File: config.mk
export PLATFORM = sky130hd
export DESIGN_NAME = wheel_encoder_click_qualifier_unit
export DESIGN_NICKNAME = d
export VERILOG_FILES = /design/src/rtl/wecq_pkg.sv /design/src/rtl/wheel_encoder_click_qualifier_unit.sv /design/src/rtl/wecq_core.sv
export SDC_FILE = /design/constraint.sdc
export NUM_CORES = 1
export LEC_CHECK = 0
export ABC_AREA = 1
export BUFFER_PORTS_ARGS = -buffer_cell sky130_fd_sc_hd__buf_2
export CAP_MARGIN = 20
export CORE_AREA = 2 2 91 115
export CTS_BUF_LIST = sky130_fd_sc_hd__clkbuf_8
export DETAILED_ROUTE_END_ITERATION = 6
export DIE_AREA = 0 0 93 117
export PLACE_DENSITY = 0.81
export SYNTH_ARGS = -nofsm -noshare
export SYNTH_HDL_FRONTEND = slang
export SYNTH_SLANG_ARGS = --single-unit
File: constraint.sdc
create_clock -name clock -period 5.1 [get_ports clock]
set_input_delay 0 -clock clock [delete_from_list [all_inputs] [get_ports clock]]
set_output_delay 0 -clock clock [all_outputs]
set_load 0.1 [all_outputs]
File: src/rtl/wecq_pkg.sv
`timescale 1ns / 1ps

package wecq_pkg;

   localparam logic [2:0] KIND_TICK   = 3'd0;
   localparam logic [2:0] KIND_FETCH  = 3'd1;
   localparam logic [2:0] KIND_QUERY  = 3'd2;
   localparam logic [2:0] KIND_CLEAR  = 3'd3;
   localparam logic [2:0] KIND_ACTION = 3'd4;

   localparam logic [1:0] ST_REL  = 2'd0;
   localparam logic [1:0] ST_DET  = 2'd1;
   localparam logic [1:0] ST_JDET = 2'd2;
   localparam logic [1:0] ST_JREL = 2'd3;

   localparam logic [2:0] ACT_NONE       = 3'd0;
   localparam logic [2:0] ACT_UP         = 3'd1;
   localparam logic [2:0] ACT_DOWN       = 3'd2;
   localparam logic [2:0] ACT_SHORT      = 3'd3;
   localparam logic [2:0] ACT_LONG       = 3'd4;
   localparam logic [2:0] ACT_CLICK_UP   = 3'd5;
   localparam logic [2:0] ACT_CLICK_DOWN = 3'd6;

   localparam logic [1:0] CSR_REVERSE    = 2'd0;
   localparam logic [1:0] CSR_DEBOUNCE   = 2'd1;
   localparam logic [1:0] CSR_LONG_PRESS = 2'd2;

   localparam logic [7:0]  DEBOUNCE_RESET   = 8'd50;
   localparam logic [15:0] LONG_PRESS_RESET = 16'd1000;

   localparam logic [1:0] PH_ZERO  = 2'b00;
   localparam logic [1:0] PH_THREE = 2'b11;

   localparam logic signed [7:0] COUNT_MAX = 8'sd127;
   localparam logic signed [7:0] COUNT_MIN = -8'sd127;

   typedef struct packed {
      logic [2:0] kind;
      logic       phase_a;
      logic       phase_b;
      logic       button_down;
      logic       skip_scroll;
   } item_type;

   typedef struct packed {
      logic        reverse_direction;
      logic [7:0]  debounce_ticks;
      logic [15:0] long_press_ticks;
   } cfg_type;

   typedef struct packed {
      logic signed [7:0] scroll_count;
      logic [1:0]        click_status;
      logic [2:0]        action;
      logic              activity;
   } result_type;

   // place of each phase state in the gray order 3,1,0,2
   function automatic logic [1:0] pos_of_state(input logic [1:0] st);
      logic [1:0] pos;
      case (st)
         2'd0: pos = 2'd2;
         2'd1: pos = 2'd1;
         2'd2: pos = 2'd3;
         default: pos = 2'd0;
      endcase
      return pos;
   endfunction

endpackage

File: src/rtl/wheel_encoder_click_qualifier_unit.sv
`timescale 1ns / 1ps

// scroll wheel detent counter and click qualifier
// request channel (req_*): one word per tick or software access, taken when
//   req_valid is high and req_stall low. kind picks tick, fetch count,
//   query click, clear or get action; ticks carry phase and button samples.
// response channel (rsp_*): one word for each fetch count, query click and
//   get action; ticks, clears and unknown kinds give none.
// csr channel: csr_index 0 reverse direction, 1 debounce ticks, 2 long press
//   ticks, written when csr_valid and csr_ready are high; csr_ready is always
//   high. write only while no request is in flight.
// a taken word waits in the input register until the output register can take
//   its response; the core then processes it and the response shows on rsp_*.
// throughput: one word per cycle while rsp_stall is low, set by the single input
//   register and the single output register.
// a stalled response holds in the output register; req_stall rises only
//   when the input register is full and the output register cannot drain.
// synchronous reset clears all counters, status and registers (debounce 50,
//   long press 1000) and empties both registers.

module wheel_encoder_click_qualifier_unit (
   input  logic              clock,
   input  logic              reset,
   input  logic              req_valid,
   output logic              req_stall,
   input  logic [2:0]        req_kind,
   input  logic              req_phase_a,
   input  logic              req_phase_b,
   input  logic              req_button_down,
   input  logic              req_skip_scroll,
   output logic              rsp_valid,
   input  logic              rsp_stall,
   output logic signed [7:0] rsp_scroll_count,
   output logic [1:0]        rsp_click_status,
   output logic [2:0]        rsp_action,
   output logic              rsp_activity,
   input  logic              csr_valid,
   output logic              csr_ready,
   input  logic [1:0]        csr_index,
   input  logic [15:0]       csr_data
);
   import wecq_pkg::*;

   cfg_type    cfg_ff, cfg_in;
   logic       in_valid_ff, in_valid_in;
   item_type   in_item_ff, in_item_in;
   logic       out_valid_ff, out_valid_in;
   result_type out_res_ff, out_res_in;

   logic       take;
   logic       advance;
   result_type core_res;
   logic       has_result;

   assign csr_ready = 1'b1;
   assign advance   = in_valid_ff && (!out_valid_ff || !rsp_stall);
   assign req_stall = in_valid_ff && !advance;
   assign take      = req_valid && !req_stall;

   always_comb begin
      cfg_in = cfg_ff;
      if (csr_valid) begin
         case (csr_index)
            CSR_REVERSE:    cfg_in.reverse_direction = csr_data[0];
            CSR_DEBOUNCE:   cfg_in.debounce_ticks    = csr_data[7:0];
            CSR_LONG_PRESS: cfg_in.long_press_ticks  = csr_data;
            default: begin
            end
         endcase
      end
   end

   always_comb begin
      in_item_in  = in_item_ff;
      in_valid_in = in_valid_ff;
      if (take) begin
         in_valid_in = 1'b1;
         in_item_in  = '{kind: req_kind, phase_a: req_phase_a, phase_b: req_phase_b,
                         button_down: req_button_down, skip_scroll: req_skip_scroll};
      end else if (advance) begin
         in_valid_in = 1'b0;
      end
   end

   always_comb begin
      out_res_in   = out_res_ff;
      out_valid_in = out_valid_ff;
      if (advance && has_result) begin
         out_valid_in = 1'b1;
         out_res_in   = core_res;
      end else if (!rsp_stall) begin
         out_valid_in = 1'b0;
      end
   end

   always_ff @(posedge clock) begin
      if (reset) begin
         cfg_ff       <= '{reverse_direction: 1'b0, debounce_ticks: DEBOUNCE_RESET,
                           long_press_ticks: LONG_PRESS_RESET};
         in_valid_ff  <= 1'b0;
         out_valid_ff <= 1'b0;
      end else begin
         cfg_ff       <= cfg_in;
         in_valid_ff  <= in_valid_in;
         out_valid_ff <= out_valid_in;
      end
   end

   always_ff @(posedge clock) begin
      in_item_ff <= in_item_in;
      out_res_ff <= out_res_in;
   end

   wecq_core u_core (
      .clock      (clock),
      .reset      (reset),
      .step_en    (advance),
      .item       (in_item_ff),
      .cfg        (cfg_ff),
      .res        (core_res),
      .has_result (has_result)
   );

   assign rsp_valid        = out_valid_ff;
   assign rsp_scroll_count = out_res_ff.scroll_count;
   assign rsp_click_status = out_res_ff.click_status;
   assign rsp_action       = out_res_ff.action;
   assign rsp_activity     = out_res_ff.activity;

   a_in_hold: assert property (@(posedge clock) disable iff (reset)
      in_valid_ff && !advance |=> in_valid_ff && $stable(in_item_ff))
      else $error("input register lost a waiting word");

   a_result_lands: assert property (@(posedge clock) disable iff (reset)
      advance && has_result |=> out_valid_ff)
      else $error("response not loaded into output register");

   a_take_fills: assert property (@(posedge clock) disable iff (reset)
      take |=> in_valid_ff)
      else $error("accepted word did not reach the input register");

endmodule

File: src/rtl/wecq_core.sv
`timescale 1ns / 1ps

module wecq_core (
   input  logic                clock,
   input  logic                reset,
   input  logic                step_en,
   input  wecq_pkg::item_type   item,
   input  wecq_pkg::cfg_type    cfg,
   output wecq_pkg::result_type res,
   output logic                has_result
);
   import wecq_pkg::*;

   logic signed [7:0] count_ff, count_in;
   logic [1:0]        last_pos_ff, last_pos_in;
   logic              armed_ff, armed_in;
   logic [7:0]        press_ff, press_in;
   logic [15:0]       hold_ff, hold_in;
   logic [1:0]        status_ff, status_in;
   logic              drop_ff, drop_in;

   logic [1:0]        st;
   logic [1:0]        pos;
   logic              fwd;
   logic              bwd;
   logic              step_up;
   logic [1:0]        s1;
   logic signed [7:0] cnt;
   logic              is_long;
   logic [2:0]        act;

   always_comb begin
      count_in    = count_ff;
      last_pos_in = last_pos_ff;
      armed_in    = armed_ff;
      press_in    = press_ff;
      hold_in     = hold_ff;
      status_in   = status_ff;
      drop_in     = drop_ff;
      res         = '0;
      has_result  = 1'b0;
      act         = ACT_NONE;

      st      = {item.phase_b, item.phase_a};
      pos     = pos_of_state(st);
      fwd     = (pos == last_pos_ff + 2'd1);
      bwd     = (pos == last_pos_ff - 2'd1);
      step_up = fwd ? cfg.reverse_direction : !cfg.reverse_direction;
      s1      = (status_ff == ST_JDET) ? ST_DET : status_ff;
      cnt     = item.skip_scroll ? 8'sd0 : count_ff;
      is_long = (hold_ff > cfg.long_press_ticks);

      case (item.kind)
         KIND_TICK: begin
            if (fwd || bwd) begin
               if (st == PH_ZERO) begin
                  armed_in = 1'b1;
               end else if (st == PH_THREE && armed_ff) begin
                  if (step_up) begin
                     if (count_ff != COUNT_MAX) count_in = count_ff + 8'sd1;
                  end else begin
                     if (count_ff != COUNT_MIN) count_in = count_ff - 8'sd1;
                  end
               end
               last_pos_in = pos;
            end
            if (item.button_down) begin
               if (press_ff == cfg.debounce_ticks && status_ff != ST_JREL) status_in = ST_JDET;
               if (press_ff != 8'hFF) press_in = press_ff + 8'd1;
               if ((status_in == ST_DET || status_in == ST_JDET) && hold_ff != 16'hFFFF)
                  hold_in = hold_ff + 16'd1;
            end else begin
               if (status_ff == ST_DET) begin
                  status_in = ST_JREL;
               end else if (status_ff != ST_JREL) begin
                  hold_in   = '0;
                  status_in = ST_REL;
               end
               press_in = '0;
            end
         end
         KIND_FETCH: begin
            has_result = 1'b1;
            if (count_ff != 8'sd0) begin
               res.scroll_count = count_ff;
               res.activity     = 1'b1;
               count_in         = '0;
            end
         end
         KIND_QUERY: begin
            has_result       = 1'b1;
            res.click_status = status_ff;
            if (status_ff == ST_JDET || status_ff == ST_JREL) begin
               res.activity = 1'b1;
               status_in    = (status_ff == ST_JDET) ? ST_DET : ST_REL;
            end
         end
         KIND_CLEAR: begin
            hold_in   = '0;
            status_in = ST_REL;
            count_in  = '0;
         end
         KIND_ACTION: begin
            has_result = 1'b1;
            status_in  = s1;
            if (s1 == ST_JREL || cnt != 8'sd0 || is_long) begin
               if (is_long) begin
                  act = ACT_LONG;
               end else if (s1 == ST_JREL) begin
                  if (cnt == 8'sd0) begin
                     if (drop_ff) drop_in = 1'b0;
                     else act = ACT_SHORT;
                  end
               end else if (s1 == ST_DET) begin
                  if (cnt > 8'sd0) act = ACT_CLICK_DOWN;
                  else if (cnt < 8'sd0) act = ACT_CLICK_UP;
               end else begin
                  if (cnt > 8'sd0) act = ACT_DOWN;
                  else if (cnt < 8'sd0) act = ACT_UP;
               end
               hold_in = '0;
               if (act != ACT_CLICK_DOWN && act != ACT_CLICK_UP) status_in = ST_REL;
               else drop_in = 1'b1;
               if (!item.skip_scroll) count_in = '0;
            end
            res.action   = act;
            res.activity = (act != ACT_NONE);
         end
         default: begin
         end
      endcase
   end

   always_ff @(posedge clock) begin
      if (reset) begin
         count_ff    <= '0;
         last_pos_ff <= '0;
         armed_ff    <= 1'b0;
         press_ff    <= '0;
         hold_ff     <= '0;
         status_ff   <= ST_REL;
         drop_ff     <= 1'b0;
      end else if (step_en) begin
         count_ff    <= count_in;
         last_pos_ff <= last_pos_in;
         armed_ff    <= armed_in;
         press_ff    <= press_in;
         hold_ff     <= hold_in;
         status_ff   <= status_in;
         drop_ff     <= drop_in;
      end
   end

   a_clear_wipes: assert property (@(posedge clock) disable iff (reset)
      step_en && item.kind == KIND_CLEAR |=>
         hold_ff == 16'd0 && status_ff == ST_REL && count_ff == 8'sd0)
      else $error("clear left detections behind");

   a_query_acks: assert property (@(posedge clock) disable iff (reset)
      step_en && item.kind == KIND_QUERY |=> status_ff != ST_JDET && status_ff != ST_JREL)
      else $error("query did not acknowledge click status");

   a_count_range: assert property (@(posedge clock) disable iff (reset)
      step_en |=> count_ff != -8'sd128)
      else $error("detent count left its saturated range");

   a_arm_follows_zero: assert property (@(posedge clock) disable iff (reset)
      !armed_ff && step_en && !(item.kind == KIND_TICK && st == PH_ZERO) |=> !armed_ff)
      else $error("counting armed without reaching the zero state");

endmodule

==> results of run 1 <==
==> state kept, by name, indices dropped and copies added (netlist names), 2 cells and up <==
| register | count |
|---|---|
| cfg_ff | 25 |
| u_core.count_ff | 8 |
| rsp_action | 3 |
| u_core.last_pos_ff | 2 |
| u_core.press_ff | 8 |
| u_core.hold_ff | 16 |
| in_item_ff | 7 |
| rsp_click_status | 2 |
| rsp_scroll_count | 8 |
| u_core.status_ff | 2 |
==> how the worst max path moves through the flow <==
stage                     slack [ns]                  to     startpoint
after floorplan                 1.99       in_item_ff[0]      rsp_valid
after global placement          2.36  u_core.count_ff[5]  in_item_ff[2]
after detailed placement        2.26  u_core.count_ff[6]  in_item_ff[2]
after CTS                       2.23  u_core.count_ff[5]  in_item_ff[2]
after global routing            1.85  u_core.count_ff[6]  in_item_ff[2]
final                           2.20  u_core.count_ff[6]  in_item_ff[2]
==> critical path: stages (launching register included) <==
cell,delay (ns)
edfxtp_1,0.43
inv_1,0.07
ha_1,0.24
o21bai_1,0.19
nand2_1,0.08
nand2_1,0.10
nand2_1,0.07
nand2_1,0.11
nand2_1,0.20
ha_1,0.44
nand3_1,0.10
nand3_1,0.09
nand2_1,0.07
a21oi_1,0.18
nor2_1,0.06
nand2_1,0.05
nand2_1,0.06
nand2_1,0.06
nand4_1,0.08
nand2_1,0.07
nor2_1,0.04
==> area by class of cell <==
| class | count | area share |
|---|---|---|
| clock inverter | 6 | 0.01155 |
| timing repair buffer | 75 | 0.08907 |
| multi-input combinational | 531 | 0.4701 |
| sequential | 86 | 0.3184 |
| tap | 129 | 0.02660 |
| clock buffer | 10 | 0.02268 |
| inverter | 99 | 0.06165 |
==> timing repair <==
action,in CTS,in global routing
hold endpoints to repair,34,0
buffers inserted,0,0
hold buffers,28,0
==> cell families after synthesis <==
| logic type | after synthesis |
|---|---|
| compound gates | 109 |
| simple gates | 376 |
| other cells | 1 |
| fa+ha+maj | 34 |
| buf+inv | 116 |
| xor+xnor | 11 |
| flops | 86 |
==> routing by layer <==
layer,up-vias,GRT usage
li1,2553,-
met1,2326,0.2823
met2,170,0.4377
met3,36,0.03009
met4,0,0.1343
met5,-,0
==> power by group through the flow <==
stage	logic [W]	registers, W	clock network, W
after floorplan	0.000171	0.000782	0
after global placement	0.000247	0.000758	0
after detailed placement	0.000253	0.000759	0
after CTS	0.000272	0.000743	0.000504
after global routing	0.000309	0.000746	0.000532
final	0.000278	0.000743	0.000501
==> through the flow <==
stage,hold slack [ns],total power [W]
finish,0.05632,0.001522
detailed placement,0.1789,0.001012
global route,0.1091,0.001587
CTS,0.06071,0.001519
floorplan,0.09887,0.0009534
global placement,0.1787,0.001005
==> cells in the mapped netlist, drive strengths merged (6+ instances only) <==
library cell / instances
o21ai: 28
nand2: 161
o211ai: 10
buf: 6
dfxtp: 65
a21oi: 58
nand4: 20
nor4: 10
edfxtp: 21
nor2: 103
nand3: 49
nor3: 25
ha: 33
xor2: 6
clkbuf: 11
inv: 97
==> results.md, run 1 <==
* Relative slew slack at 0.4460
* Setup slack, reg-to-reg at 2.20 ns
* Placeable Area at 0.009849 sq mm
* Hold depth at 2
* NetSw at 0.0004626 W
* Synth Area in Simple Gates at 0.3257
* Clock power share at 0.329
* First-pass detailed-route iteration total at 6
* Mean Syn Cell Area at 7.159 sq um
* Netlist cell types at 50
* Synthesized Nets at 797
* Dpl hpwl at 9139 microns
* GPL Wtd Cong at 0.9609
* Initial Util at 0.5328
* Layout fillers at 907
* Flops & latches, synth at 86
* Crit path launch type: flop
* Slew Viols, Final at 0
* I/O pin cnt at 47
* Die Ht at 117 microns
* Tightest Pin Transition at 0.8246 ns
* Most frequent cells in the layout: nand2_1 (155), nor2_1 (97), inv_1 (91)
* Worst slack, placed at 2.261 ns
* CTS Buf Count at 9
* I/O Buffers at 45
* Post-synthesis mux area share at 0
* Combinational share of power at 0.183
* # diodes at 0
* Final Hold Vio Count at 0
* Worst setup margin at 2.204 ns
* Clk sink count at 86
* Die width at 93 microns
* Non-filler cells, final at 936
* Dpl cells at 891
* RSZ-0062 raised after global routing: no
* Largest family of logic cells by synthesized area: simple AND/OR/NAND/NOR gates
* Synth Area in XOR/XNOR at 0.01979
* Worst-path fanout max at 7
* Worst-path clk slew at 0.09 ns
* Switch share at 0.3039
* Area of the multi-input gates at 0.002853 sq mm
* Worst min path class: in2reg
* Top cell type's share of synthesized area at 0.2480
* Top post-synthesis cells by area: dfxtp_1 (25%), edfxtp_1 (12%), nand2_1 (11%)
* Main flop type after synthesis: dfxtp_1
* RR Startpoint: in_item_ff[2]
* Antenna-violating nets left at 0
* Std-Cell Rows at 41
* Vias in the first global route at 4756
* Final setup viols at 0
* Reg2Reg Depth at 20
* # DRC at 0
* Setup TNS at 0 ns
* Leading cell type in the layout, fill and taps excluded: nand2_1
* Post-cts resize count at 0
* Root Buffer: clkbuf_8
* Sequential element share of the synthesized area at 0.3681
* Status: completed
* CTS tree: yes
* Vias per cell at 5.433
* Sequential cell area at 0.001932 sq mm
* Post-Syn Area at 0.005248 sq mm
* Max-cap viol count at 0
* EDFF count, synth at 21
* Syn Inst Count at 733
* Synth warnings at 0
* Post-synthesis adder-cell area fraction at 0.08250
* Worst hold start: reset
* Crit path kind: reg2reg
* Later-pin clock latency in the skew report at 0.37 ns
* Antenna violations before repair at 0
* Metal3 WL at 615 microns
* Placed inst area at 0.005553 sq mm
* H-tree depth at 3
* Worst path required time at 5.37 ns
* Synth Area in Compound Gates at 0.1149
* Area Growth Syn to Fin at 15.64%
* Longest Clk Path Bufs at 2
* Share of cells above drive strength 1 at 0.1140
* Crit path arrival time at 3.17 ns
* Routed WL per cell at 13.55 microns
* Largest net degree at the start of global routing at 40
* Post-route cell area at 0.006068 sq mm
* Pwr dens at 250.8 mW/mm^2
* 1st-iter DRT viols at 323
* Synth async-reset ratio at 0
* Internal at 0.001059 W
* DRT Wirelength at 12680 microns
* Die area at 0.01088 sq mm
* P_leak at 2.618 nW
* Flop pwr share at 0.488
* Critical Path Sink Type: flop
* Final core utilization at 0.6161
* Max VDD drop at 0.0001528 V
* Final period utilization at 0.5679
* GRT Residual Overflow at 0
* Yosys top cell by area: dfxtp_1
* M1 WL at 5226 microns
* Worst Clk Skew at 0.01347 ns
* Max layer used: met4
* Post-route minimum period at 2.896 ns
* Via count at 5085
* Capture point of the worst reg-to-reg path: u_core.count_ff[6]
* Fmax at 345.3 MHz
* First-pass GRT wire length at 21310 microns
* GRT Total Usage at 0.2435
* Hold Crit Endpoint: u_core.armed_ff
* Met2 routed WL at 6388 microns
* Fin nets at 866
Note: power is estimated with default switching activity, not from simulation.
==> run 2: changes to the inputs <==
--- a/config.mk
+++ b/config.mk
@@ -12,7 +12,7 @@
 export CTS_BUF_LIST = sky130_fd_sc_hd__clkbuf_8
 export DETAILED_ROUTE_END_ITERATION = 6
 export DIE_AREA = 0 0 93 117
-export PLACE_DENSITY = 0.81
+export PLACE_DENSITY = 0.84
 export SYNTH_ARGS = -nofsm -noshare
 export SYNTH_HDL_FRONTEND = slang
 export SYNTH_SLANG_ARGS = --single-unit
==> constraint.sdc (replaced) <==
create_clock -name clock -period 2.4 [get_ports clock]
set_input_delay 0 -clock clock [delete_from_list [all_inputs] [get_ports clock]]
set_output_delay 0 -clock clock [all_outputs]
set_load 0.1 [all_outputs]
==> run 2 against run 1 <==
Effect of this change:
- the flow now finishes with violations (setup timing)
- first-iteration DRC count rose by 7.7%
- fmax rose by 3.5%
- worst hold slack got worse by 0.027 ns
- global-route usage rose by 2.3 points
- via count rose by 5.7%
- clock power rose by 97%
- clock skew rose by 0.0020 ns
- wire length rose by 14%
- critical path type unchanged
- largest power group unchanged
==> results.md, run 2 (same netlist as run 1, synthesis figures left out) <==
* Relative slew slack at 0.6610
* Worst path bufs/invs at 1
* Vias in the first global route at 5204
* P_leak at 2.878 nW
* Capture point of the worst reg-to-reg path: u_core.count_ff[5]
* Largest Register: cfg_ff
* I/O Buffers at 45
* Max incr delay on CP at 0.42 ns
* Worst min path class: in2reg
* Via count at 5375
* Routed WL per cell at 14.75 microns
* Total power at 0.003382 W
* Layout fillers at 792
* # DRC at 0
* Die Ht at 117 microns
* First-pass GRT wire length at 23130 microns
* Critical path depth in cells at 18
* Worst path required time at 2.74 ns
* Final period utilization at 1.166
* Worst setup margin at -0.3985 ns
* GPL Wtd Cong at 0.9125
* Top Registers: cfg_ff (25), u_core.hold_ff (16)
* Worst slack, placed at -0.2187 ns
* Initial Util at 0.5328
* Status: complete, but fails checks
* Antenna-violating nets left at 0
* Max-cap viol count at 0
* Leading cell type in the layout, fill and taps excluded: nand2_1
* Post-route minimum period at 2.798 ns
* Critical path cell sequence: inv_2, ha_4, xor2_4, nand2_4, nand2_4, nand2_8, ha_4, a21oi_2, nand2_2, nand2_1, nand2_1, a21oi_2, nor2_1, nor2_1, nand2_1, nand4_1, nand2_1, nor2_1
* I/O pin cnt at 47
* Failing checks: setup timing
* Worst hold start: reset
* Top delay family on crit path: simple AND/OR/NAND/NOR gates
* Pwr dens at 505.0 mW/mm^2
* GRT Residual Overflow at 0
* Longest Clk Path Bufs at 2
* # diodes at 0
* DRT Wirelength at 14480 microns
* Hold Crit Endpoint: u_core.armed_ff
* First-pass detailed-route iteration total at 5
* Most common cell on crit path: nand2_1
* Antenna violations before repair at 0
* 1st-iter DRT viols at 348
* Hold depth at 2
* GRT Total Usage at 0.2669
* Critical Path Sink Type: flop
* Worst-path fanout max at 6
* Worst-path clk slew at 0.10 ns
* Final setup viols at 8
* Dpl hpwl at 9420 microns
* Area of the multi-input gates at 0.003139 sq mm
* Die width at 93 microns
* Die area at 0.01088 sq mm
* Crit path launch type: flop
* CTS tree: yes
* Largest net degree at the start of global routing at 27
* Clk sink count at 86
* RR Startpoint: in_item_ff[2]
* H-tree depth at 3
* Worst Clk Skew at 0.01548 ns
* Tightest Pin Transition at 0.5080 ns
* Later-pin clock latency in the skew report at 0.39 ns
* Most frequent cells in the layout: nand2_1 (145), nor2_1 (94), inv_1 (89)
* Root Buffer: clkbuf_8
* CTS Buf Count at 9
* Post-route cell area at 0.006696 sq mm
* Slew Viols, Final at 0
* Max VDD drop at 0.0003656 V
* Sequential cell area at 0.001933 sq mm
* Fin nets at 912
* Placeable Area at 0.009849 sq mm
* Std-Cell Rows at 41
* RSZ-0062 raised after global routing: yes
* Max reg flops at 25
* Final Hold Vio Count at 0
* Fmax at 357.3 MHz
* Crit path arrival time at 3.14 ns
* Share of cells above drive strength 1 at 0.2098
* Setup slack, reg-to-reg at -0.40 ns
* Vias per cell at 5.474
* Area Growth Syn to Fin at 27.61%
* Placed inst area at 0.005793 sq mm
* Crit path kind: reg2reg
* Reg2Reg Depth at 18
* Slowest library cell on the worst path: edfxtp_1
* Final core utilization at 0.6799
## run 2: cell count changes in the layout (fill, tap and decap cells not counted), sizes merged
cell,before,now
buf,47,93
bufinv,1,0
clkinv,6,5
inv,98,100
## run 2: metrics by stage
stage                     instances  TNS [ns]  hold WS (ns)
after floorplan                 733         0       0.09887
after global placement          917   -0.1708        0.1831
after detailed placement        917   -0.6038        0.1812
after CTS                       973   -0.2781       0.02329
after global routing            982    -2.280       0.03829
final                           982    -1.654       0.02909
## run 2: metal layers
| layer | vias up | GRT usage | part of all wire |
|---|---|---|---|
| met3 | 68 | 0.04738 | 0.058 |
| met5 | - | 0 | 0 |
| li1 | 2646 | - | - |
| met4 | 0 | 0.1108 | 0.046 |
| met2 | 230 | 0.5106 | 0.51 |
| met1 | 2431 | 0.2891 | 0.38 |
## run 2: how the worst max path moves through the flow
stage                  start                  to  slack (ns)
3_5_place_dp   in_item_ff[2]  u_core.count_ff[5]       -0.22
5_1_grt        in_item_ff[2]  u_core.count_ff[5]       -0.48
3_3_place_gp   in_item_ff[2]  u_core.count_ff[5]       -0.07
2_1_floorplan  in_item_ff[2]  u_core.count_ff[6]        0.02
4_1_cts        in_item_ff[2]  u_core.count_ff[5]       -0.09
6_report       in_item_ff[2]  u_core.count_ff[5]       -0.40
## run 2: cell type report
cell class	instances	area share
flip-flops and latches	86	0.2887
repair buffers	121	0.1357
well taps	129	0.02410
clock buffers	10	0.02055
inverters	99	0.05587
clock inverters	6	0.006353
multi-input cells	531	0.4688
## run 2: power breakdown
part           switching, W  leakage, nW  total, W  internal [W]
logic              0.000483         2.07  0.000812      0.000329
clock network      0.000575       0.0974  0.000985      0.000411
registers         0.0000502        0.714   0.00158       0.00153
## run 2: worst reg2reg max path: cells and delay by family, from the launching register on
family	cells	cell delay, ns
and+or+nand+nor	12	1.08
adders and majority gates	2	0.56
DFF	1	0.42
AOI/OAI and AO/OA	2	0.31
xor gates and xnor gates	1	0.29
buffers and inverters	1	0.08
## run 2: repair_timing
action	4_1_cts	5_1_grt
gates resized for setup	22	35
endpoints found under the hold margin	34	0
setup buffers	12	11
hold buffers	28	0
pin swaps	10	21
endpoints found under the setup margin	6	22
==> run 3: changes to the inputs <==
--- a/config.mk
+++ b/config.mk
@@ -13,6 +13,7 @@
 export DETAILED_ROUTE_END_ITERATION = 6
 export DIE_AREA = 0 0 93 117
 export PLACE_DENSITY = 0.84
+export REMOVE_ABC_BUFFERS = 1
 export SYNTH_ARGS = -nofsm -noshare
 export SYNTH_HDL_FRONTEND = slang
 export SYNTH_SLANG_ARGS = --single-unit
==> run 3 against run 2 <==
Effect of this change:
- the run still ends with setup timing left
- register-to-register slack better by 0.17 ns
- final area fell by 1.3%
- sequential share of layout area increased by 0.35 points
- die area unchanged
- sequential power is essentially flat
- clock skew is 0.0049 ns lower
- core utilization is 0.85 points lower
- combinational power decreased by 7.0%
- first-iteration DRC count shrank 20%
- via count shrank 1.6%
- worst hold slack got worse by 0.019 ns
- clock power up 30%
- critical endpoint is now u_core.count_ff[2]
- largest cell class unchanged
- largest power group unchanged
==> results.md, run 3 (same netlist as run 1, synthesis figures left out) <==
* Vias per cell at 5.429
* Pwr dens at 547.6 mW/mm^2
* Worst setup margin at -0.2319 ns
* Die width at 93 microns
* Later-pin clock latency in the skew report at 0.37 ns
* Critical Path Sink Type: flop
* Routed WL per cell at 14.20 microns
* GRT Total Usage at 0.2573
* 1st-iter DRT viols at 279
* Share of cells above drive strength 1 at 0.1964
* Failing checks: setup timing
* Slew Viols, Final at 0
* Largest net degree at the start of global routing at 27
* # DRC at 0
* Longest Clk Path Bufs at 2
* Placeable Area at 0.009849 sq mm
* Crit path kind: reg2reg
* Largest Register: cfg_ff
* # diodes at 0
* Worst path required time at 2.67 ns
* Relative slew slack at 0.6126
* Worst slack, placed at -0.3103 ns
* Max reg flops at 25
* GRT Residual Overflow at 0
* Layout fillers at 784
* Worst-path clk slew at 0.09 ns
* Final setup viols at 6
* Area Growth Syn to Fin at 26.01%
* Leading cell type in the layout, fill and taps excluded: nand2_1
* Clk sink count at 86
* Metal3 WL at 666 microns
* Most frequent cells in the layout: nand2_1 (148), nor2_1 (94), inv_1 (89)
* P_leak at 2.849 nW
* Post-route minimum period at 2.632 ns
* Root Buffer: clkbuf_8
* Crit path launch type: flop
* First-pass detailed-route iteration total at 5
* Fin nets at 904
* Top Registers: cfg_ff (25), u_core.hold_ff (16)
* Sequential cell area at 0.001932 sq mm
* Dpl hpwl at 9242 microns
* H-tree depth at 3
* Crit path arrival time at 2.90 ns
* Tightest Pin Transition at 0.5811 ns
* Status: complete, but fails checks
* Met2 routed WL at 7258 microns
* M1 WL at 5330 microns
* Antenna-violating nets left at 0
* Final core utilization at 0.6714
* Final period utilization at 1.097
* Fmax at 380.0 MHz
* I/O Buffers at 45
* Area of the multi-input gates at 0.003075 sq mm
* Initial Util at 0.5328
* Std-Cell Rows at 41
* Die area at 0.01088 sq mm
* Worst-path fanout max at 5
* Max layer used: met4
* Antenna violations before repair at 0
* Max-cap viol count at 0
* I/O pin cnt at 47
* GPL Wtd Cong at 0.9358
* Final Hold Vio Count at 0
* CTS tree: yes
* Die Ht at 117 microns
* RSZ-0062 raised after global routing: yes
* Worst min path class: in2reg
* Worst Clk Skew at 0.01060 ns
* First-pass GRT wire length at 22090 microns
* Max VDD drop at 0.0003615 V
* Vias in the first global route at 4883
* Via count at 5288
* CTS Buf Count at 9
* DRT Wirelength at 13830 microns
[run 3: changes by cell type in the layout (fill, tap and decap cells not counted), sizes merged]
cell	previous run	this run
inv	100	98
bufinv	0	3
dlygate4sd3	28	27
buf	93	86
clkbuf	10	11
clkinv	5	3
[run 3: layer usage]
layer / track usage / vias to the layer above
li1: - / 2631
met1: 0.2777 / 2409
met2: 0.4957 / 201
met3: 0.02881 / 47
met4: 0.1284 / 0
met5: 0 / -
[run 3: stage by stage]
stage          cell area [sq um]  cells  total power, W  TNS [ns]  hold WS, ns
2_1_floorplan               5159    716        0.002012    -5.819      0.06907
3_3_place_gp                5771    920        0.002191   -0.6617       0.1853
3_5_place_dp                5771    920        0.002203    -1.092       0.1873
4_1_cts                     6466    969        0.003546   -0.1222     0.009392
5_1_grt                     6613    974        0.003777    -1.765      0.03153
6_report                    6613    974        0.003621   -0.8629      0.01023
[run 3: power breakdown]
| group | switching (W) | leakage (nW) | internal (W) |
|---|---|---|---|
| clock network | 0.000533 | 0.130 | 0.000750 |
| logic | 0.000453 | 2.01 | 0.000302 |
| registers | 0.0000485 | 0.713 | 0.00153 |
| total | 0.00103 | 2.85 | 0.00259 |
[run 3: worst max-delay path, stage by stage (launching register included)]
cell,delay (ns)
edfxtp_1,0.50
inv_2,0.11
ha_4,0.17
nor2_4,0.03
nor2_1,0.08
nand2_1,0.08
nand2_2,0.11
nand2_2,0.09
nand2_4,0.10
nand2_8,0.08
fa_2,0.37
buf_4,0.15
buf_6,0.10
or2_4,0.24
nand3_2,0.06
nand4_1,0.09
nand2_1,0.08
nor2_1,0.06
[run 3: path summary, 6_finish.rpt]
check	from	to	slack [ns]	depth (start not counted)
setup / recovery	in_item_ff[2]	u_core.count_ff[2]	-0.23	17
hold / removal	csr_valid	cfg_ff[24]	0.01	3
setup reg to reg	in_item_ff[2]	u_core.count_ff[2]	-0.23	17
hold reg to reg	cfg_ff[1]	cfg_ff[1]	0.46	2
[run 3: what timing repair did]
action / in CTS / in global routing
hold buffers: 27 / 0
buffers inserted: 6 / 5
pin swaps: 9 / 18
gates cloned: 0 / 0
resized for setup: 27 / 23
hold endpoints to repair: 34 / 0
endpoints found under the setup margin: 6 / 25
[run 3: area by class of cell]
class | instances | share of cell area
Tap cell | 129 | 0.02441
Sequential cell | 86 | 0.2921
Inverter | 99 | 0.05658
Multi-Input combinational cell | 531 | 0.4651
Clock inverter | 5 | 0.01570
Clock buffer | 11 | 0.02289
Timing Repair Buffer | 113 | 0.1232
